$ cat src/sv/crc8cfr_pkg.sv
// shared types, constants and the crc step function of the command frame receiver
package crc8cfr_pkg;

  localparam int BUFFER_BYTES_DEF = 256;
  localparam int QUEUE_DEPTH      = 4;
  localparam int QPTR_W           = $clog2(QUEUE_DEPTH);
  localparam int QCNT_W           = $clog2(QUEUE_DEPTH + 1);

  localparam logic [7:0]  SYNC_VALUE_RST     = 8'h00;
  localparam logic [7:0]  CRC_POLY_RST       = 8'h8C;
  localparam logic [7:0]  OP_SELECT_HIGH_RST = 8'h01;
  localparam logic [7:0]  OP_SELECT_LOW_RST  = 8'h02;
  localparam logic [7:0]  OP_TRANSFER_RST    = 8'h03;
  localparam logic [15:0] TIMEOUT_LIMIT_RST  = 16'd60000;

  typedef enum logic [2:0] {
    REG_SYNC_VALUE     = 3'd0,
    REG_CRC_POLY       = 3'd1,
    REG_OP_SELECT_HIGH = 3'd2,
    REG_OP_SELECT_LOW  = 3'd3,
    REG_OP_TRANSFER    = 3'd4,
    REG_TIMEOUT_LIMIT  = 3'd5
  } reg_addr_t;

  typedef enum logic [2:0] {
    PH_SYNC   = 3'd0,
    PH_CMD    = 3'd1,
    PH_LEN_HI = 3'd2,
    PH_LEN_LO = 3'd3,
    PH_DATA   = 3'd4,
    PH_CRC    = 3'd5
  } phase_t;

  typedef enum logic [1:0] {
    KIND_PAYLOAD = 2'd0,
    KIND_COMMAND = 2'd1,
    KIND_ERROR   = 2'd2
  } kind_t;

  typedef enum logic [1:0] {
    CMD_SELECT_HIGH = 2'd0,
    CMD_SELECT_LOW  = 2'd1,
    CMD_TRANSFER    = 2'd2
  } cmd_kind_t;

  typedef enum logic [2:0] {
    ERR_TIMEOUT  = 3'd0,
    ERR_SYNC     = 3'd1,
    ERR_LENGTH   = 3'd2,
    ERR_CRC      = 3'd3,
    ERR_UNKNOWN  = 3'd4
  } err_kind_t;

  typedef enum logic [3:0] {
    EV_PAYLOAD     = 4'd0,
    EV_SEL_HIGH    = 4'd1,
    EV_SEL_LOW     = 4'd2,
    EV_TRANSFER    = 4'd3,
    EV_ERR_TIMEOUT = 4'd4,
    EV_ERR_SYNC    = 4'd5,
    EV_ERR_LENGTH  = 4'd6,
    EV_ERR_CRC     = 4'd7,
    EV_ERR_UNKNOWN = 4'd8
  } ev_code_t;

  typedef struct packed {
    logic       mode;
    logic [7:0] rx_byte;
  } in_item_t;

  typedef struct packed {
    kind_t      kind;
    logic [7:0] payload_value;
    logic [7:0] payload_index;
    cmd_kind_t  command_kind;
    logic [15:0] send_count;
    logic [15:0] recv_count;
    err_kind_t  error_kind;
  } out_item_t;

  typedef struct packed {
    reg_addr_t   addr;
    logic [15:0] wdata;
  } cfg_wr_t;

  typedef struct packed {
    logic [7:0]  sync_value;
    logic [7:0]  crc_poly;
    logic [7:0]  op_select_high;
    logic [7:0]  op_select_low;
    logic [7:0]  op_transfer;
    logic [15:0] timeout_limit;
  } cfg_t;

  typedef struct packed {
    ev_code_t    code;
    logic [7:0]  value;
    logic [7:0]  index;
    logic [15:0] send_count;
    logic [15:0] recv_count;
  } ev_t;

  typedef struct packed {
    logic valid;
    ev_t  ev;
  } q_port_t;

  function automatic logic [7:0] crc8_step(input logic [7:0] crc, input logic [7:0] b,
                                           input logic [7:0] poly);
    logic [7:0] r;
    r = crc ^ b;
    for (int i = 0; i < 8; i++) begin
      r = r[0] ? ((r >> 1) ^ poly) : (r >> 1);
    end
    return r;
  endfunction

endpackage

$ cat src/sv/crc8cfr_if.sv
// valid/ready channel interfaces for input items, results and register writes
interface crc8cfr_in_if;
  logic                  valid;
  logic                  ready;
  crc8cfr_pkg::in_item_t data;
  modport source(output valid, output data, input ready);
  modport sink(input valid, input data, output ready);
endinterface

interface crc8cfr_out_if;
  logic                   valid;
  logic                   ready;
  crc8cfr_pkg::out_item_t data;
  modport source(output valid, output data, input ready);
  modport sink(input valid, input data, output ready);
endinterface

interface crc8cfr_cfg_if;
  logic                 valid;
  logic                 ready;
  crc8cfr_pkg::cfg_wr_t data;
  modport source(output valid, output data, input ready);
  modport sink(input valid, input data, output ready);
endinterface

$ cat src/sv/crc8cfr_front.sv
// frame parser: accepts bytes and idle ticks, tracks the frame and classifies events
module crc8cfr_front #(
  parameter int BUFFER_BYTES = crc8cfr_pkg::BUFFER_BYTES_DEF
) (
  input  logic                  clk,
  input  logic                  rst_n,
  crc8cfr_in_if.sink            in_ch,
  input  crc8cfr_pkg::cfg_t     cfg,
  input  logic                  q_full,
  output crc8cfr_pkg::q_port_t  q_wr
);

  crc8cfr_pkg::phase_t phase_r, phase_nxt;
  logic [7:0]  crc_r, crc_nxt;
  logic [7:0]  cmd_r, cmd_nxt;
  logic [15:0] len_r, len_nxt;
  logic [15:0] seen_r, seen_nxt;
  logic [15:0] send_r, send_nxt;
  logic [15:0] recv_r, recv_nxt;
  logic [15:0] idle_r, idle_nxt;
  logic        accept;
  logic [7:0]  b;

  assign in_ch.ready = !q_full;
  assign accept      = in_ch.valid && in_ch.ready;
  assign b           = in_ch.data.rx_byte;

  always_ff @(posedge clk) begin
    if (!rst_n) begin
      phase_r <= crc8cfr_pkg::PH_SYNC;
      crc_r   <= '0;
      cmd_r   <= '0;
      len_r   <= '0;
      seen_r  <= '0;
      send_r  <= '0;
      recv_r  <= '0;
      idle_r  <= '0;
    end else begin
      phase_r <= phase_nxt;
      crc_r   <= crc_nxt;
      cmd_r   <= cmd_nxt;
      len_r   <= len_nxt;
      seen_r  <= seen_nxt;
      send_r  <= send_nxt;
      recv_r  <= recv_nxt;
      idle_r  <= idle_nxt;
    end
  end

  always_comb begin
    phase_nxt = phase_r;
    crc_nxt   = crc_r;
    cmd_nxt   = cmd_r;
    len_nxt   = len_r;
    seen_nxt  = seen_r;
    send_nxt  = send_r;
    recv_nxt  = recv_r;
    idle_nxt  = idle_r;
    q_wr      = '0;
    if (accept) begin
      if (in_ch.data.mode) begin
        // idle tick
        idle_nxt = idle_r + 16'd1;
        if (idle_nxt >= cfg.timeout_limit) begin
          if (phase_r != crc8cfr_pkg::PH_SYNC) begin
            q_wr.valid   = 1'b1;
            q_wr.ev.code = crc8cfr_pkg::EV_ERR_TIMEOUT;
            phase_nxt    = crc8cfr_pkg::PH_SYNC;
          end
          idle_nxt = '0;
        end
      end else begin
        idle_nxt = '0;
        unique case (phase_r)
          crc8cfr_pkg::PH_CMD: begin
            cmd_nxt   = b;
            crc_nxt   = crc8cfr_pkg::crc8_step(crc_r, b, cfg.crc_poly);
            phase_nxt = crc8cfr_pkg::PH_LEN_HI;
          end
          crc8cfr_pkg::PH_LEN_HI: begin
            crc_nxt   = crc8cfr_pkg::crc8_step(crc_r, b, cfg.crc_poly);
            len_nxt   = {b, 8'h00};
            phase_nxt = crc8cfr_pkg::PH_LEN_LO;
          end
          crc8cfr_pkg::PH_LEN_LO: begin
            len_nxt = {len_r[15:8], b};
            if (len_nxt > 16'(BUFFER_BYTES)) begin
              q_wr.valid   = 1'b1;
              q_wr.ev.code = crc8cfr_pkg::EV_ERR_LENGTH;
              phase_nxt    = crc8cfr_pkg::PH_SYNC;
            end else begin
              crc_nxt = crc8cfr_pkg::crc8_step(crc_r, b, cfg.crc_poly);
              if (len_nxt == 16'd0) begin
                phase_nxt = crc8cfr_pkg::PH_CRC;
              end else begin
                seen_nxt  = '0;
                phase_nxt = crc8cfr_pkg::PH_DATA;
              end
            end
          end
          crc8cfr_pkg::PH_DATA: begin
            if (cmd_r == cfg.op_transfer) begin
              unique case (seen_r)
                16'd0: send_nxt = {b, 8'h00};
                16'd1: send_nxt = {send_r[15:8], b};
                16'd2: recv_nxt = {b, 8'h00};
                16'd3: recv_nxt = {recv_r[15:8], b};
                default: begin
                  q_wr.valid    = 1'b1;
                  q_wr.ev.code  = crc8cfr_pkg::EV_PAYLOAD;
                  q_wr.ev.value = b;
                  q_wr.ev.index = 8'(seen_r - 16'd4);
                end
              endcase
            end
            seen_nxt = seen_r + 16'd1;
            if (seen_nxt == len_r) begin
              phase_nxt = crc8cfr_pkg::PH_CRC;
            end
            crc_nxt = crc8cfr_pkg::crc8_step(crc_r, b, cfg.crc_poly);
          end
          crc8cfr_pkg::PH_CRC: begin
            q_wr.valid = 1'b1;
            if (crc_r != b) begin
              q_wr.ev.code = crc8cfr_pkg::EV_ERR_CRC;
            end else if (cmd_r == cfg.op_select_high) begin
              q_wr.ev.code = crc8cfr_pkg::EV_SEL_HIGH;
            end else if (cmd_r == cfg.op_select_low) begin
              q_wr.ev.code = crc8cfr_pkg::EV_SEL_LOW;
            end else if (cmd_r == cfg.op_transfer) begin
              q_wr.ev.code       = crc8cfr_pkg::EV_TRANSFER;
              q_wr.ev.send_count = send_r;
              q_wr.ev.recv_count = recv_r;
            end else begin
              q_wr.ev.code = crc8cfr_pkg::EV_ERR_UNKNOWN;
            end
            phase_nxt = crc8cfr_pkg::PH_SYNC;
          end
          default: begin
            // waiting for sync, also unused phase codes
            phase_nxt = crc8cfr_pkg::PH_SYNC;
            if (b != cfg.sync_value) begin
              q_wr.valid   = 1'b1;
              q_wr.ev.code = crc8cfr_pkg::EV_ERR_SYNC;
            end else begin
              crc_nxt   = crc8cfr_pkg::crc8_step(8'h00, b, cfg.crc_poly);
              phase_nxt = crc8cfr_pkg::PH_CMD;
            end
          end
        endcase
      end
    end
  end

endmodule

$ cat src/sv/crc8cfr_queue.sv
// short event queue between the frame parser and the result stage
module crc8cfr_queue (
  input  logic                 clk,
  input  logic                 rst_n,
  input  crc8cfr_pkg::q_port_t q_wr,
  output logic                 q_full,
  output crc8cfr_pkg::q_port_t q_rd,
  input  logic                 q_pop
);

  crc8cfr_pkg::ev_t                mem_r [crc8cfr_pkg::QUEUE_DEPTH];
  logic [crc8cfr_pkg::QPTR_W-1:0]  wptr_r, wptr_nxt;
  logic [crc8cfr_pkg::QPTR_W-1:0]  rptr_r, rptr_nxt;
  logic [crc8cfr_pkg::QCNT_W-1:0]  cnt_r, cnt_nxt;
  logic                            push;
  logic                            pop;

  assign q_full     = (cnt_r == crc8cfr_pkg::QCNT_W'(crc8cfr_pkg::QUEUE_DEPTH));
  assign push       = q_wr.valid && !q_full;
  assign pop        = q_pop && q_rd.valid;
  assign q_rd.valid = (cnt_r != '0);
  assign q_rd.ev    = mem_r[rptr_r];

  always_comb begin
    wptr_nxt = push ? wptr_r + 1'b1 : wptr_r;
    rptr_nxt = pop ? rptr_r + 1'b1 : rptr_r;
    cnt_nxt  = cnt_r + crc8cfr_pkg::QCNT_W'(push) - crc8cfr_pkg::QCNT_W'(pop);
  end

  always_ff @(posedge clk) begin
    if (!rst_n) begin
      wptr_r <= '0;
      rptr_r <= '0;
      cnt_r  <= '0;
    end else begin
      wptr_r <= wptr_nxt;
      rptr_r <= rptr_nxt;
      cnt_r  <= cnt_nxt;
    end
  end

  always_ff @(posedge clk) begin
    if (push) begin
      mem_r[wptr_r] <= q_wr.ev;
    end
  end

  // parser never offers an event while the queue is full
  a_no_drop: assert property (@(posedge clk) disable iff (!rst_n) q_wr.valid |-> !q_full)
    else $error("event offered to full queue");
  a_cnt_up: assert property (@(posedge clk) disable iff (!rst_n)
    push && !pop |=> cnt_r == $past(cnt_r) + 1'b1)
    else $error("queue count did not rise on push");
  a_cnt_down: assert property (@(posedge clk) disable iff (!rst_n)
    pop && !push |=> cnt_r == $past(cnt_r) - 1'b1)
    else $error("queue count did not fall on pop");
  a_ptr_gap: assert property (@(posedge clk) disable iff (!rst_n)
    (cnt_r != crc8cfr_pkg::QCNT_W'(crc8cfr_pkg::QUEUE_DEPTH)) |->
    (wptr_r - rptr_r) == cnt_r[crc8cfr_pkg::QPTR_W-1:0])
    else $error("queue pointers disagree with count");

endmodule

$ cat src/sv/crc8cfr_back.sv
// result stage: turns queued events into result items behind an output register
module crc8cfr_back (
  input  logic                 clk,
  input  logic                 rst_n,
  input  crc8cfr_pkg::q_port_t q_rd,
  output logic                 q_pop,
  crc8cfr_out_if.source        out_ch
);

  logic                   out_valid_r, out_valid_nxt;
  crc8cfr_pkg::out_item_t out_data_r, out_data_nxt;
  crc8cfr_pkg::out_item_t fmt;

  assign q_pop        = q_rd.valid && (!out_valid_r || out_ch.ready);
  assign out_ch.valid = out_valid_r;
  assign out_ch.data  = out_data_r;

  always_comb begin
    fmt = '0;
    unique case (q_rd.ev.code)
      crc8cfr_pkg::EV_PAYLOAD: begin
        fmt.kind          = crc8cfr_pkg::KIND_PAYLOAD;
        fmt.payload_value = q_rd.ev.value;
        fmt.payload_index = q_rd.ev.index;
      end
      crc8cfr_pkg::EV_SEL_HIGH: begin
        fmt.kind         = crc8cfr_pkg::KIND_COMMAND;
        fmt.command_kind = crc8cfr_pkg::CMD_SELECT_HIGH;
      end
      crc8cfr_pkg::EV_SEL_LOW: begin
        fmt.kind         = crc8cfr_pkg::KIND_COMMAND;
        fmt.command_kind = crc8cfr_pkg::CMD_SELECT_LOW;
      end
      crc8cfr_pkg::EV_TRANSFER: begin
        fmt.kind         = crc8cfr_pkg::KIND_COMMAND;
        fmt.command_kind = crc8cfr_pkg::CMD_TRANSFER;
        fmt.send_count   = q_rd.ev.send_count;
        fmt.recv_count   = q_rd.ev.recv_count;
      end
      crc8cfr_pkg::EV_ERR_TIMEOUT: begin
        fmt.kind       = crc8cfr_pkg::KIND_ERROR;
        fmt.error_kind = crc8cfr_pkg::ERR_TIMEOUT;
      end
      crc8cfr_pkg::EV_ERR_SYNC: begin
        fmt.kind       = crc8cfr_pkg::KIND_ERROR;
        fmt.error_kind = crc8cfr_pkg::ERR_SYNC;
      end
      crc8cfr_pkg::EV_ERR_LENGTH: begin
        fmt.kind       = crc8cfr_pkg::KIND_ERROR;
        fmt.error_kind = crc8cfr_pkg::ERR_LENGTH;
      end
      crc8cfr_pkg::EV_ERR_CRC: begin
        fmt.kind       = crc8cfr_pkg::KIND_ERROR;
        fmt.error_kind = crc8cfr_pkg::ERR_CRC;
      end
      crc8cfr_pkg::EV_ERR_UNKNOWN: begin
        fmt.kind       = crc8cfr_pkg::KIND_ERROR;
        fmt.error_kind = crc8cfr_pkg::ERR_UNKNOWN;
      end
      default: begin
        fmt = '0;
      end
    endcase
  end

  always_comb begin
    out_valid_nxt = out_valid_r;
    out_data_nxt  = out_data_r;
    if (q_pop) begin
      out_valid_nxt = 1'b1;
      out_data_nxt  = fmt;
    end else if (out_ch.ready) begin
      out_valid_nxt = 1'b0;
    end
  end

  always_ff @(posedge clk) begin
    if (!rst_n) begin
      out_valid_r <= 1'b0;
    end else begin
      out_valid_r <= out_valid_nxt;
    end
  end

  always_ff @(posedge clk) begin
    out_data_r <= out_data_nxt;
  end

  // a queued event always lands in the output register
  a_pop_loads: assert property (@(posedge clk) disable iff (!rst_n) q_pop |=> out_valid_r)
    else $error("popped event not presented");
  a_hold: assert property (@(posedge clk) disable iff (!rst_n)
    out_valid_r && !out_ch.ready |-> !q_pop)
    else $error("queue popped while result stalled");
  a_drain: assert property (@(posedge clk) disable iff (!rst_n)
    !out_valid_r && q_rd.valid |-> q_pop)
    else $error("empty output register left idle");

endmodule

$ cat src/sv/crc8_command_frame_receiver_core.sv
// top level of the crc-8 command frame receiver: registers, parser, queue and result stage
// path: each event goes from the parser into the event queue and from there into the output register
// throughput: one item per cycle while the event queue is not full, paced by the parser and the 4-entry queue
// in_ready falls only while the event queue is full under output backpressure
// reset (rst_n low, synchronous) clears phase, counters, queue and output valid
// and loads the register reset values; no clearing pass is needed
module crc8_command_frame_receiver_core #(
  parameter int BUFFER_BYTES = crc8cfr_pkg::BUFFER_BYTES_DEF
) (
  input  logic            clk,
  input  logic            rst_n,
  crc8cfr_in_if.sink      in_ch,
  crc8cfr_out_if.source   out_ch,
  crc8cfr_cfg_if.sink     cfg_ch
);

  crc8cfr_pkg::cfg_t    cfg_r, cfg_nxt;
  crc8cfr_pkg::q_port_t q_wr;
  crc8cfr_pkg::q_port_t q_rd;
  logic                 q_full;
  logic                 q_pop;

  assign cfg_ch.ready = 1'b1;

  always_comb begin
    cfg_nxt = cfg_r;
    if (cfg_ch.valid) begin
      unique case (cfg_ch.data.addr)
        crc8cfr_pkg::REG_SYNC_VALUE:     cfg_nxt.sync_value     = cfg_ch.data.wdata[7:0];
        crc8cfr_pkg::REG_CRC_POLY:       cfg_nxt.crc_poly       = cfg_ch.data.wdata[7:0];
        crc8cfr_pkg::REG_OP_SELECT_HIGH: cfg_nxt.op_select_high = cfg_ch.data.wdata[7:0];
        crc8cfr_pkg::REG_OP_SELECT_LOW:  cfg_nxt.op_select_low  = cfg_ch.data.wdata[7:0];
        crc8cfr_pkg::REG_OP_TRANSFER:    cfg_nxt.op_transfer    = cfg_ch.data.wdata[7:0];
        crc8cfr_pkg::REG_TIMEOUT_LIMIT:  cfg_nxt.timeout_limit  = cfg_ch.data.wdata;
        default: cfg_nxt = cfg_r;
      endcase
    end
  end

  always_ff @(posedge clk) begin
    if (!rst_n) begin
      cfg_r.sync_value     <= crc8cfr_pkg::SYNC_VALUE_RST;
      cfg_r.crc_poly       <= crc8cfr_pkg::CRC_POLY_RST;
      cfg_r.op_select_high <= crc8cfr_pkg::OP_SELECT_HIGH_RST;
      cfg_r.op_select_low  <= crc8cfr_pkg::OP_SELECT_LOW_RST;
      cfg_r.op_transfer    <= crc8cfr_pkg::OP_TRANSFER_RST;
      cfg_r.timeout_limit  <= crc8cfr_pkg::TIMEOUT_LIMIT_RST;
    end else begin
      cfg_r <= cfg_nxt;
    end
  end

  crc8cfr_front #(
    .BUFFER_BYTES(BUFFER_BYTES)
  ) u_front (
    .clk    (clk),
    .rst_n  (rst_n),
    .in_ch  (in_ch),
    .cfg    (cfg_r),
    .q_full (q_full),
    .q_wr   (q_wr)
  );

  crc8cfr_queue u_queue (
    .clk    (clk),
    .rst_n  (rst_n),
    .q_wr   (q_wr),
    .q_full (q_full),
    .q_rd   (q_rd),
    .q_pop  (q_pop)
  );

  crc8cfr_back u_back (
    .clk    (clk),
    .rst_n  (rst_n),
    .q_rd   (q_rd),
    .q_pop  (q_pop),
    .out_ch (out_ch)
  );

endmodule
$ cat src/flat_wrapper.sv
// flat-port wrapper written by rule: the top's interface ports become plain ports
module crc8_command_frame_receiver_core_flat 
#(
  parameter int BUFFER_BYTES = crc8cfr_pkg::BUFFER_BYTES_DEF
)
  (clk, rst_n, in_ch_valid, in_ch_data, in_ch_ready, out_ch_valid, out_ch_data, out_ch_ready, cfg_ch_valid, cfg_ch_data, cfg_ch_ready);
  crc8cfr_in_if in_ch_i ();
  crc8cfr_out_if out_ch_i ();
  crc8cfr_cfg_if cfg_ch_i ();
  input  logic clk;
  input  logic rst_n;
  input wire logic [$bits(in_ch_i.valid)-1:0] in_ch_valid;
  input wire logic [$bits(in_ch_i.data)-1:0] in_ch_data;
  output wire logic [$bits(in_ch_i.ready)-1:0] in_ch_ready;
  output wire logic [$bits(out_ch_i.valid)-1:0] out_ch_valid;
  output wire logic [$bits(out_ch_i.data)-1:0] out_ch_data;
  input wire logic [$bits(out_ch_i.ready)-1:0] out_ch_ready;
  input wire logic [$bits(cfg_ch_i.valid)-1:0] cfg_ch_valid;
  input wire logic [$bits(cfg_ch_i.data)-1:0] cfg_ch_data;
  output wire logic [$bits(cfg_ch_i.ready)-1:0] cfg_ch_ready;
  assign in_ch_i.valid = in_ch_valid;
  assign in_ch_i.data = in_ch_data;
  assign in_ch_ready = in_ch_i.ready;
  assign out_ch_valid = out_ch_i.valid;
  assign out_ch_data = out_ch_i.data;
  assign out_ch_i.ready = out_ch_ready;
  assign cfg_ch_i.valid = cfg_ch_valid;
  assign cfg_ch_i.data = cfg_ch_data;
  assign cfg_ch_ready = cfg_ch_i.ready;
  crc8_command_frame_receiver_core #(.BUFFER_BYTES(BUFFER_BYTES)) u_core (.clk(clk), .rst_n(rst_n), .in_ch(in_ch_i), .out_ch(out_ch_i), .cfg_ch(cfg_ch_i));
endmodule
$ cat config.mk
export PLATFORM = sky130hd
export DESIGN_NAME = crc8_command_frame_receiver_core_flat
export DESIGN_NICKNAME = d
export VERILOG_FILES = /design/src/sv/crc8cfr_pkg.sv /design/src/sv/crc8cfr_if.sv /design/src/sv/crc8cfr_front.sv /design/src/sv/crc8cfr_queue.sv /design/src/sv/crc8cfr_back.sv /design/src/sv/crc8_command_frame_receiver_core.sv /design/src/flat_wrapper.sv
export SDC_FILE = /design/constraint.sdc
export NUM_CORES = 1
export LEC_CHECK = 0
export ABC_AREA = 1
export BUFFER_PORTS_ARGS = -buffer_cell sky130_fd_sc_hd__buf_4
export CAP_MARGIN = 20
export CORE_MARGIN = 5
export CORE_UTILIZATION = 55
export DETAILED_ROUTE_END_ITERATION = 8
export PLACE_DENSITY = 0.69
export SLEW_MARGIN = 0
export SYNTH_ARGS = -nofsm -noshare
export SYNTH_HDL_FRONTEND = slang
export SYNTH_SLANG_ARGS = --single-unit
$ cat constraint.sdc
create_clock -name clk -period 17.1 [get_ports clk]
set_input_delay 4.275 -clock clk [delete_from_list [all_inputs] [get_ports clk]]
set_output_delay 4.275 -clock clk [all_outputs]
set_load 0.005 [all_outputs]
; Word-level counts from Yosys, hierarchy flattened
; Memory sizes are Yosys's and may differ from the RTL's. A register that Yosys moved wholly into a read port is not among the register bits.
; Index checks and enable logic that the tools add are counted.
[totals]
ff_bits = 218
ram_bits = 208
in_bits = 33
out_inout_bits = 58
elab_cells = 197
memories = 1
[mem_list]
columns = memory, depth, word_bits, rd, rd_clocked_by_memory_dff, write_ports, line_no
row1 = u_core.u_queue.mem_r, 4, 52, 1, 1, 1, crc8cfr_queue.sv:11  ; crc8cfr_pkg::ev_t mem_r [crc8cfr_pkg::QUEUE_DEPTH];
[op_classes]
addsub = 7
n_lt_le_gt_ge = 2
eq_ne = 34
n_mux = 64
n_bitwise = 22
n_reduce_logical = 39
[op_table]
columns = op, n
row1 = $mux 32, 5
row2 = $mux 8, 18
row3 = $pmux 16 s2, 4
row4 = $xor 7x8->8, 16
row5 = $mux 16, 5
row6 = $mux 53, 1
row7 = $mux 48, 1
row8 = $mux 21, 2
row9 = $add 16x1->16 const B, 2
row10 = $eq 16x2->1 const B, 2
row11 = $logic_not 16->1, 2
row12 = $mux 5, 5
row13 = $eq 8x8->1, 3
row14 = $pmux 8 s3, 1
row15 = $pmux 5 s4, 1
row16 = $reduce_and 5->1, 4
row17 = $eq 16x1->1 const B, 1
row18 = $eq 16x16->1, 1
row19 = $eq 4x3->1 const B, 4
row20 = $ge 16x16->1, 1
row21 = $gt 16x9->1 const B, 1
row22 = $mux 4, 4
row23 = $ne 8x8->1, 2
row24 = $eq 3x3->1 const B, 5
row25 = 36 further kinds, 77

; Longest topological paths before layout
[depth]
word_depth = 19
mapped_depth = 31
depth_no_buf = 28

; Cells and area by module
; From an unflattened synthesis, not the netlist that was laid out.
[hier_totals]
hier_cells = 2460
area_unflattened_um2 = 21840.9
[by_module_without_submodules]
columns = mod, instances, cells_each, area_each_um2, seq_area_each_um2
row1 = crc8cfr_queue, 1, 568, 8738.4, 6426.2
row2 = crc8cfr_front, 1, 1392, 8645.8, 1981.9
row3 = crc8cfr_back, 1, 182, 2248.4, 1671.6
row4 = crc8_command_frame_receiver_core, 1, 318, 2208.4, 1121.1

; Worst setup path before layout
; OpenSTA, ideal clock, no wires.
[synth_path]
path_kind = in2reg
startpoint = input out_ch_ready
endpoint = register u_core.u_queue.cnt_r[2] (netlist bit)
setup_time_ps = 70
t_arrival_ps = 8589
t_required_ps = 17030
slack_ps = 8441
stages = 10
path_buffers = 0
cell_sequence = nor2_1 -> a21oi_1 -> ha_1 -> inv_1 -> ha_1 -> inv_1 -> fa_1 -> inv_1 -> o21ai_0 -> a21oi_1
[synth_via]
elab_chain_cells = 4
[synth_lines]
columns = element, line_no
row1 = "start, declared", flat_wrapper.sv:17  ; input wire logic [$bits(out_ch_i.ready)-1:0] out_ch_ready;
row2 = $logic_or 1x1->1, crc8cfr_back.sv:14  ; assign q_pop = q_rd.valid && (!out_valid_r || out_ch.ready);
row3 = $logic_and 1x1->1, crc8cfr_back.sv:14
row4 = named net u_core.q_pop, crc8_command_frame_receiver_core.sv:21  ; logic q_pop;
row5 = $logic_and 1x1->1, crc8cfr_queue.sv:20  ; assign pop = q_pop && q_rd.valid;
row6 = $sub 3x1->3, crc8cfr_queue.sv:27  ; cnt_nxt = cnt_r + crc8cfr_pkg::QCNT_W'(push) - crc8cfr_pkg::QCNT_W'(pop);
row7 = "end signal, assigned", crc8cfr_queue.sv:38  ; cnt_r <= cnt_nxt;
row8 = "end, declared", crc8cfr_queue.sv:14  ; logic [crc8cfr_pkg::QCNT_W-1:0] cnt_r, cnt_nxt;
; The timed path passes the listed nets, and every way through them passes these cells.
; A chain may end at the register's enable or synchronous reset.

; Worst setup path in the final report
[layout_path]
startpoint = input in_ch_valid
endpoint = register u_core.u_queue.cnt_r[2] (netlist bit)
[layout_via]
elab_chain_cells = 5
[layout_lines]
columns = element, line_no
row1 = "start, declared", flat_wrapper.sv:12  ; input wire logic [$bits(in_ch_i.valid)-1:0] in_ch_valid;
row2 = $logic_and 1x1->1, crc8cfr_front.sv:25  ; assign accept = in_ch.valid && in_ch.ready;
row3 = $mux 53, crc8cfr_front.sv:60  ; if (accept) begin
row4 = $logic_and 1x1->1, crc8cfr_queue.sv:19  ; assign push = q_wr.valid && !q_full;
row5 = $add 3x1->3, crc8cfr_queue.sv:27
row6 = $sub 3x1->3, crc8cfr_queue.sv:27
; Every way passes these cells.

==> flow_metrics.py <==
metrics = {
    "global_route": {
        "grt_pass1_wl_um": 82400,
        "grt_pass1_vias": 15700,
        "grt_usage_pct": 24.4,
        "grt_overflow": 0,
        "grt_start_max_net_pins": 101,
        "antenna_found_initial": 0,
    },
    "synthesis": {
        "ys.flop_type": "edfxtp_1",
        "synthAdderAreaFrac_pct": 2.01,
        "synth-seq-cells": 428,
        "muxShareOfSynthArea_pct": 0,
        "yosysWarnings": 0,
        "synth_area_um2": 20900,
        "synth_top_family_by_area": "simple AND/OR/NAND/NOR gates",
        "synth_fp_nets": 2467,
        "syn_inst": 2401,
        "synth_edf_count": 263,
        "synth_xor_area_share_pct": 4.63,
        "async_flop_share_pct": 0,
        "ys_types": 57,
        "yosys.area_share.simple_pct": 22.0,
        "yosysSeqAreaShare_pct": 53.5,
        "synth-compound-area-share_pct": 11.0,
        "avgSynthCellArea_um2": 8.72,
    },
    "sta": {
        "rsz0062_at_grt": "false",
        "setup_viol_count_final": 0,
        "relSlewSlack_pct": 26.7,
        "worst-slew-pin-transition_ns": 1.09,
        "finalCritPeriodShare_pct": 41.7,
        "clock-skew-final_ns": 0.0203,
        "setup_ws_ns": 9.97,
        "drv_slew": 0,
        "clock.fmax_ghz": 0.140,
        "fin_crit_ns": 7.13,
        "fin_setup_tns_ns": 0,
        "hold_viol_final": 0,
    },
    "route": {
        "firstDrtPassIters": 5,
        "vias": 16400,
        "viasPerCell": 5.48,
        "drt_iter0_markers": 1292,
        "postRouteAntennaNets": 0,
        "drc": 0,
        "wirelength_um": 51000,
        "detail_route.wl_per_cell_um": 17.0,
    },
    "clocking": {
        "cts_root_buffer": "clkbuf_16",
        "insertion_delay_ns": 0.57,
        "clock_sinks": 428,
        "ctsResizeCount": 0,
        "cts-buffers-inserted": 45,
        "cts_buffer_depth": 3,
        "cts_setup_buffers": 0,
        "clkTransAtPathRegs_ns": 0.06,
        "tritoncts": "done",
        "htree_levels": 2,
        "postCtsHoldBufs": 0,
    },
    "placed_design": {
        "place_hpwl_um": 32800,
        "preCtsSetupSlack_ns": 9.43,
        "io_buffers": 89,
        "globalplace.congestion": 0.942,
    },
    "worst_setup_path": {
        "crit_chain": "buf_4 -> nand2_1 -> nor2_1 -> inv_1 -> o21ai_1 -> nand2_1 -> ha_1 -> inv_1 -> ha_1 -> inv_1 -> fa_1 -> inv_1 -> o21ai_0 -> a21oi_1",
        "crit_family": "simple AND/OR/NAND/NOR gates",
        "cp_max_fo": 21,
        "path_class": "in2reg",
        "worstPathArrival_ns": 7.63,
        "crit_buf_inv": 5,
        "crit_slowest_cell": "nor2_1",
        "endpoint_kind": "flop",
        "cp.required_ns": 17.60,
        "cp_common_cell": "inv_1",
        "slowest_delay_ns": 0.50,
        "critPathLaunchType": "primary input",
    },
    "flow_run": {
        "drv_cap": 0,
    },
    "die": {
        "die_area_um2": 42000,
        "initial_core_util_pct": 55.7,
        "die_w_um": 205,
        "core_area_um2": 37600,
        "die_h_um": 205,
        "ios": 91,
        "rows": 71,
    },
    "finish": {
        "fillers": 3152,
        "n_antenna_cell": 0,
        "final_nets": 2509,
        "drive_above_1_share_pct": 10.8,
        "area_delta_synth_final_pct": 11.8,
    },
    "status": {
        "status": "completed",
    },
    "worst_hold_path": {
        "holdCritPathClass": "reg2reg",
    },
    "pwr": {
        "vdd_ir_drop_max_v": 0.0000795,
        "p_per_area_nw_per_um2": 129,
        "p_leak_nw": 9.35,
    },
}
path summary, 6_finish.rpt:
check | startpoint | end | slack (ns) | cells after the start
min reg2reg | u_core.cfg_r[4] | u_core.cfg_r[4] | 0.46 | 2
max reg2reg | u_core.u_front.idle_r[0] | u_core.u_queue.cnt_r[2] | 12.08 | 27
max | in_ch_valid | u_core.u_queue.cnt_r[2] | 9.97 | 14
min | u_core.cfg_r[4] | u_core.cfg_r[4] | 0.46 | 2
layout make-up:
class	instances	area (µm²)	share of cell area, %
flip-flops and latches	428	11200	47.9
clock buffers	56	1230	5.26
repair buffers	106	796	3.40
well taps	511	639	2.73
clock inverters	28	288	1.23
multi-input cells	1626	8350	35.7
inverters	236	893	3.82
cell usage after synthesis (13+ instances only):
cell type    n  share of area, %
nand2_1    388               7.0
nor2_1     385               6.9
edfxtp_1   263                38
inv_1      217               3.9
o21ai_0    211               5.0
a21oi_1    181               4.3
dfxtp_1    165                16
nand3_1    117               2.8
clkbuf_1    75               1.3
xor2_1      61               2.6
xnor2_1     44               1.8
ha_1        32               1.9
nor3_1      30              0.72
nand2_2     25              0.75
nand4_1     18              0.54
nor3b_1     17              0.61
nand3_2     14              0.67
o211ai_1    14              0.50
nand2_4     13              0.70
cell families after synthesis:
kind of cell             Yosys count
AO/OA/AOI/OAI                    437
other                              1
flip-flops                       428
adder cells (fa/ha/maj)           33
AND/OR/NAND/NOR                 1047
buffers and inverters            347
XOR/XNOR                         108
where the power goes:
part	internal, W	leakage (nW)	total, W	switching, W
Combinational	0.000264	4.66	0.000758	0.000494
Clock	0.000601	0.744	0.000994	0.000393
Sequential	0.00122	3.94	0.00127	0.0000486
Total	0.00209	9.35	0.00302	0.000936
cell usage in the layout (no fill, tap or decap), types with 61 or more instances in the layout:
| master | count |
|---|---|
| nor2_1 | 381 |
| a21oi_1 | 180 |
| nand3_1 | 117 |
| xor2_1 | 61 |
| o21ai_0 | 211 |
| nand2_1 | 387 |
| dfxtp_1 | 163 |
| buf_4 | 106 |
| inv_1 | 215 |
| edfxtp_1 | 263 |
flip-flops by register name, indices dropped and copies added, names as in the netlist, 3 cells and up, named ones only:
register,count
u_core.u_front.crc_r,8
u_core.u_front.len_r,16
u_core.u_front.send_r,16
u_core.u_front.idle_r,16
u_core.u_front.cmd_r,8
u_core.u_queue.cnt_r,3
u_core.u_back.out_ch.data,55
u_core.u_front.seen_r,16
u_core.u_front.phase_r,3
u_core.u_queue.mem_r,208
u_core.u_front.recv_r,16
u_core.cfg_r,56
routing by layer:
layer / vias to the layer above / track usage (%) / share of wire [%]
met5: - / 0 / 0
met4: 0 / 7.63 / 2.5
met1: 7729 / 32.8 / 44
met3: 87 / 3.40 / 6.2
li1: 8032 / - / -
met2: 536 / 41.1 / 48
worst reg2reg max path, cell delays in order (launching register included):
cell and delay (ns):
dfxtp_1 0.41, ha_1 0.22, nand2_1 0.07, nor2_1 0.18, nand3_1 0.14, nand3b_1 0.21
nor3_1 0.29, nand3_1 0.16, nor2_1 0.15, xor2_1 0.10, ha_1 0.28, nand2_1 0.06
inv_1 0.05, nand3_1 0.06, inv_1 0.06, o21ai_0 0.11, nand2_1 0.09, inv_1 0.07
o21ai_1 0.42, nand2_1 0.45, ha_1 0.43, inv_1 0.06, ha_1 0.14, inv_1 0.06
fa_1 0.39, inv_1 0.08, o21ai_0 0.09, a21oi_1 0.16
stage by stage:
step                      hold WS, ns  cell area (µm²)  utilization, %  total power [W]  cells
after global routing            0.489            23400            62.3          0.00320   2991
after global placement          0.443            21900            58.2          0.00204   2907
after CTS                       0.465            23400            62.3          0.00305   2991
after floorplan                 0.435            20900               -          0.00180   2401
final                           0.464            23400            62.3          0.00302   2991
after detailed placement        0.456            21900            58.2          0.00206   2907
Power figures use the tool's default switching activity.
